`src/hw/rtl/gic_pkg.sv`:
```
// shared constants of the grid island counter
// no dependencies
`timescale 1ns / 1ps

package gic_pkg;

  // configuration port
  localparam int unsigned CfgW = 7;
  localparam logic CfgIdxRows = 1'b0;
  localparam logic CfgIdxCols = 1'b1;
  localparam logic [CfgW-1:0] CfgDimReset = 7'd64;

  // stream payloads
  localparam int unsigned InDataW  = 8;
  localparam int unsigned CountW   = 12;
  localparam int unsigned OutDataW = 16;
  localparam logic [CountW-1:0] CountMax = 12'hFFF;

endpackage

```
`src/hw/rtl/gic_dims.sv`:
```
// grid dimension registers with clamping and cell total
// depends on gic_pkg
`timescale 1ns / 1ps

module gic_dims
  import gic_pkg::*;
#(
  parameter int unsigned MaxRows = 64,
  parameter int unsigned MaxCols = 64,
  localparam int unsigned RowW  = $clog2(MaxRows + 1),
  localparam int unsigned ColW  = $clog2(MaxCols + 1),
  localparam int unsigned PosW  = $clog2(MaxRows * MaxCols + 1)
) (
  input  logic            clk_i,
  input  logic            rst_ni,
  input  logic            cfg_we_i,
  input  logic            cfg_idx_i,
  input  logic [CfgW-1:0] cfg_data_i,
  output logic [ColW-1:0] cols_o,
  output logic [PosW-1:0] total_o
);

  logic [CfgW-1:0] rows_q, cols_q;
  logic [31:0] rows_ext, cols_ext;
  logic [RowW-1:0] rows_use;
  logic [RowW+ColW-1:0] prod;

  always_ff @(posedge clk_i or negedge rst_ni) begin
    if (!rst_ni) begin
      rows_q <= CfgDimReset;
      cols_q <= CfgDimReset;
    end else if (cfg_we_i) begin
      if (cfg_idx_i == CfgIdxRows) begin
        rows_q <= cfg_data_i;
      end else begin
        cols_q <= cfg_data_i;
      end
    end
  end

  assign rows_ext = 32'(rows_q);
  assign cols_ext = 32'(cols_q);

  // zero means one, anything above the maximum means the maximum
  always_comb begin
    if (rows_ext == 32'd0) begin
      rows_use = RowW'(1);
    end else if (rows_ext > 32'(MaxRows)) begin
      rows_use = RowW'(MaxRows);
    end else begin
      rows_use = RowW'(rows_ext);
    end
    if (cols_ext == 32'd0) begin
      cols_o = ColW'(1);
    end else if (cols_ext > 32'(MaxCols)) begin
      cols_o = ColW'(MaxCols);
    end else begin
      cols_o = ColW'(cols_ext);
    end
  end

  assign prod    = {{ColW{1'b0}}, rows_use} * {{RowW{1'b0}}, cols_o};
  assign total_o = prod[PosW-1:0];

endmodule
```
`config.mk`:
```
export PLATFORM = sky130hd
export DESIGN_NAME = gic_dims
export DESIGN_NICKNAME = d
export VERILOG_FILES = /design/src/hw/rtl/gic_pkg.sv /design/src/hw/rtl/gic_dims.sv
export SDC_FILE = /design/constraint.sdc
export NUM_CORES = 1
export LEC_CHECK = 0
export ABC_CLOCK_PERIOD_IN_PS = 6000
export BUFFER_PORTS_ARGS = -buffer_cell sky130_fd_sc_hd__buf_2
export CAP_MARGIN = 20
export CORE_AREA = 2 2 90 66
export DETAILED_ROUTE_END_ITERATION = 16
export DIE_AREA = 0 0 92 68
export GPL_TIMING_DRIVEN = 0
export SETUP_SLACK_MARGIN = 0.05
export SYNTH_ARGS = -nofsm -noshare
export SYNTH_HDL_FRONTEND = slang
export SYNTH_SLANG_ARGS = --single-unit
```
`constraint.sdc`:
```
create_clock -name clk_i -period 6 [get_ports clk_i]
set_clock_uncertainty 0.1 [all_clocks]
set_input_delay 0.9 -clock clk_i [delete_from_list [all_inputs] [get_ports clk_i]]
set_output_delay 0.9 -clock clk_i [all_outputs]
set_load 0.03 [all_outputs]
```
[Yosys cells after proc, flatten, opt, wreduce, memory -nomap -nowiden]
Cells that the tools add are included.
Operators by class
  $lt $le $gt $ge: 2
  reduce and logical (&&, ||, !) cells: 4
  multiplexer cells: 4
  bitwise logic cells: 1
  multiply operators: 1
Operators by type and width (count)
  $logic_not A32 Y1: 2
  $mux W7: 4
  $gt A7 B7 Y1 const B: 2
  $mul A7 B7 Y13: 1
  $reduce_and A2 Y1: 2
  $not A1 Y1: 1
Storage, ports and cells
  output and inout bits: 20
  input bits: 11
  word-level logic and storage cells: 14
  bits in registers: 14

[Longest topological paths before layout]
  word-level depth: 4
  mapped depth: 17

[Worst setup path before layout]
OpenSTA, ideal clock, no wires.
  path kind: reg2out
  from: register rows_q[3]
  to: output port total_o[11]
  buffers on the path: 0
  required time: 5.000 ns
  cell stages (with the launch flop): 17
  data arrival time: 4.853 ns
  setup slack: 0.147 ns
  path through: dfrtp_1 > or4_1 > nor2_1 > o21bai_1 > inv_1 > nand2_1 > fa_1 > fa_1 > inv_1 > fa_1 > fa_1 > ha_1 > and3_4 > a2111oi_4 > o21ai_1 > a21oi_1 > xnor2_1
On the way
  cells in the longest elaborated chain, start to end: 4
  elaborated cells on any way between the ends: 5
  classes of those cells: 1 x mul; 1 x order compare; 2 x mux; 1 x reduce/logical
Ends and longest elaborated chain
  start: declaration: RTL line gic_dims.sv:23  | logic [CfgW-1:0] rows_q, cols_q;
  start signal: assignment: RTL line gic_dims.sv:30  | rows_q <= CfgDimReset;
  start signal: assignment: RTL line gic_dims.sv:34  | rows_q <= cfg_data_i;
  $gt A7 B7 Y1: RTL line gic_dims.sv:48  | end else if (rows_ext > 32'(MaxRows)) begin
  $mux W7: RTL line gic_dims.sv:48
  $mux W7 (*): RTL line gic_dims.sv:46  | if (rows_ext == 32'd0) begin
  $mul A7 B7 Y13 (*): RTL line gic_dims.sv:62  | assign prod = {{ColW{1'b0}}, rows_use} * {{RowW{1'b0}}, cols_o};
  end: declaration: RTL line gic_dims.sv:20  | output logic [PosW-1:0] total_o
Mark *: on every way between the ends. The rest lies on a longest branch, timed or not.

[Worst setup path in the final report]
  from: register rows_q[2]
  to: output port total_o[11]
The elaborated chain is that of the path after synthesis.

==> impl_metrics.csv <==
group,metric,value,unit
status,status,"completed",
worst_setup_path,cp_max_fo,5,
power_and_ir_drop,p_per_area,287,nW/um^2
layout,fill_cells,555,
detailed_routing,top_layer_used,"met3",
worst_setup_path,cpPeakStageDelay,550,ps
detailed_routing,drc,0,
sta,worst_pin_slew,436,ps
place,io_buffer_count,30,
detailed_routing,wl_met3,298,um
sta,rsz0062_at_grt,"true",
floorplanning,start_util,38.6,%
sta,max_slew_margin,70.9,%
worst_setup_path,crit_arrival,4960,ps
synthesis,ys_seq_area_share,16.7,%
global_route,overflow,0,
global_route,grt_max_degree,15,
floorplanning,io_pins,31,
floorplanning,core,5470,um^2
power_and_ir_drop,switching_share,49.1,%
worst_setup_path,endpoint_kind,"output pin",
place,place_inst,326,
worst_setup_path,path_common_cell,"fa_1",
layout,nets,327,
sta,hold_viol_final,0,
sta,min_period_over_period,99.4,%
worst_hold_path,hold_path_class,"flip-flop to flip-flop",
sta,setup_violations,0,
synthesis,postSynthCellCount,221,
clocking,cts_sinks,14,
detailed_routing,dr_wl_met2,1800,um
layout,area_delta_synth_final,21.4,%
clocking,cts-buffers-inserted,3,
detailed_routing,drt_wl_total,4350,um
place,gp_congestion,0.838,
synthesis,synthArstFlopShare,100,%
layout,final_area,2560,um^2
worst_setup_path,crit_required,5000,ps
detailed_routing,first_iter_violations,104,
global_route,grt_pass1_vias,1484,
synthesis,synth-seq-cells,14,
detailed_routing,met1_length,2250,um
detailed_routing,post_drt_via_cell_ratio,4.88,
global_route,grt_use_total,14.5,%
clocking,clock_path_buffers,2,
layout,layout-drive-gt1-share,29.0,%
synthesis,synth_area_leader_cell,"fa_1",
floorplanning,die_x,92,um
layout,stdcell_count,337,
synthesis,synth_area_leaders,"fa_1, ha_1, dfrtp_1, mux2_2, nor2_1",
power_and_ir_drop,power_frac_clock,12.4,%
power_and_ir_drop,ir_drop,136,uV
synthesis,synth-edff-count,0,
synthesis,syn_nets,285,
place,placed_area,2350,um^2
global_route,grt_pass1_wl,7220,um
layout,final_cell_mix,"ha_1, buf_2, nor2_1",
layout,diodes,0,
power_and_ir_drop,p_int,373,uW
clocking,cts_tree,"done",
detailed_routing,dr_total_vias,1645,
job,drv_cap,0,
synthesis,syn_area_per_cell,9.54,um^2
synthesis,yosysUniqueCellTypes,30,
sta,fin_crit,5960,ps
clocking,clk_transition_reported_paths,60,ps
sta,slew_violations,0,
floorplanning,die_h,68,um
worst_setup_path,start_kind,"flip-flop",
floorplanning,fp.dieArea,6260,um^2
clocking,cts-root-buf,"clkbuf_8",
synthesis,netlist_area,2110,um^2
power_and_ir_drop,share_seq_of_total_power,17.3,%
clocking,hold_buffers,0,
power_and_ir_drop,power_switching,360,uW
clocking,clock_latency,240,ps
place,dp_hpwl,3610,um
synthesis,synthFlopType,"dfrtp_1",
floorplanning,row_count,23,
worst_setup_path,cp_slowest_cell,"or4_4",
power_and_ir_drop,power.leakage,1.36,nW
detailed_routing,antenna_left,0,
clocking,h-tree-depth,1,
global_route,grt_antenna_before_repair,0,
sta,max_freq,168,MHz
synthesis,netlist.area_leader.share,21.8,%
worst_setup_path,critPathKind,"flip-flop to output pin",
synthesis,synth_warnings,0,
detailed_routing,firstDrtPassIters,4,
detailed_routing,wl_per_cell,12.9,um
worst_setup_path,worstPathCellList,"or4_4 > nor2_4 > o21bai_4 > inv_2 > nand2_1 > fa_1 > fa_1 > inv_1 > fa_1 > fa_1 > ha_4 > and3_4 > a2111oi_4 > o21ai_1 > a21oi_1 > xnor2_1 > buf_4",
power_and_ir_drop,comb_power_share,70.3,%
layout,layout_commonest_cell,"ha_1",
## metal layers
metal	up-vias	GRT usage, %
met3	0	2.09
met1	794	23.8
met5	-	0
li1	801	-
met4	0	0.560
met2	50	21.0
## cell usage after synthesis, types with 4 or more instances
cell type,number
nor2b_1,6
nand2b_1,11
a21oi_1,6
nor2_1,25
inv_1,24
xnor2_1,10
ha_1,30
fa_1,23
mux2_2,14
nand2_1,19
dfrtp_1,12
clkbuf_1,4
and2_1,9
## critical path: cells and delay by family, from the launching register on
family                     cells  cell delay [ps]
buffers and inverters          3              280
adders and majority gates      5             2200
xor gates and xnor gates       1              140
and+or+nand+nor                4              930
DFF                            1              380
AOI/OAI and AO/OA              4              780
## registers in the layout (all words and copies together), names as in the netlist
signal	flops
cols_q	7
rows_q	7
## final cells by class
cell class / instances / area [um^2] / share of cell area (%)
plain buffers: 3 / 11.3 / 0.440
clock buffers: 4 / 55.1 / 2.15
inverters: 24 / 90.1 / 3.52
multi-input cells: 179 / 1730 / 67.7
flip-flops and latches: 14 / 353 / 13.8
well taps: 75 / 93.8 / 3.67
repair buffers: 38 / 223 / 8.70
## timing repair
| item | in CTS | in global routing |
|---|---|---|
| buffers inserted | 5 | 3 |
| pin swaps | 12 | 5 |
| setup endpoints to repair | 6 | 5 |
| resized for setup | 9 | 15 |
## through the flow
stage | TNS (ps) | total power [mW] | hold slack (ps) | worst slack, ps | utilization, %
after floorplan | 0 | 0.478 | 380 | 147 | -
after global placement | -612 | 0.585 | 398 | -237 | 43.0
after detailed placement | -746 | 0.584 | 406 | -261 | 43.0
after CTS | 0 | 0.708 | 419 | 54.3 | 45.4
after global routing | -293 | 0.800 | 445 | -114 | 46.8
final | 0 | 0.733 | 421 | 38.7 | 46.8
## power by group through the flow
stage	combinational, mW	sequential (mW)	clock, mW
global route	0.573	0.129	0.0991
detailed placement	0.458	0.126	0
floorplan	0.357	0.120	0
global placement	0.459	0.125	0
CTS	0.489	0.127	0.0925
finish	0.516	0.127	0.0908
## cell families (layout without fill, tap and decap cells)
| group | count (synthesis) | count (layout) | share of synthesized area, % |
|---|---|---|---|
| flip-flops | 14 | 14 | 16.7 |
| AO/OA/AOI/OAI | 20 | 20 | 7.06 |
| multiplexers | 14 | 14 | 7.48 |
| adder cells (fa/ha/maj) | 53 | 53 | 39.6 |
| XOR/XNOR | 13 | 13 | 5.40 |
| AND/OR/NAND/NOR | 79 | 79 | 18.7 |
| buffers and inverters | 28 | 69 | 4.99 |
## final timing paths
| check | slack [ps] | to | startpoint | cells past startpoint |
|---|---|---|---|---|
| min | 420 | cols_q[0] | cols_q[0] | 1 |
| max | 40 | total_o[11] | rows_q[2] | 17 |
| min in group asynchronous | 440 | cols_q[0] | rst_ni | 1 |
| max reg2reg | 4640 | rows_q[6] | rows_q[6] | 2 |
| max in group asynchronous | 5070 | cols_q[6] | rst_ni | 1 |
| min reg2reg | 420 | cols_q[0] | cols_q[0] | 1 |
(Power assumes the default switching activity.)
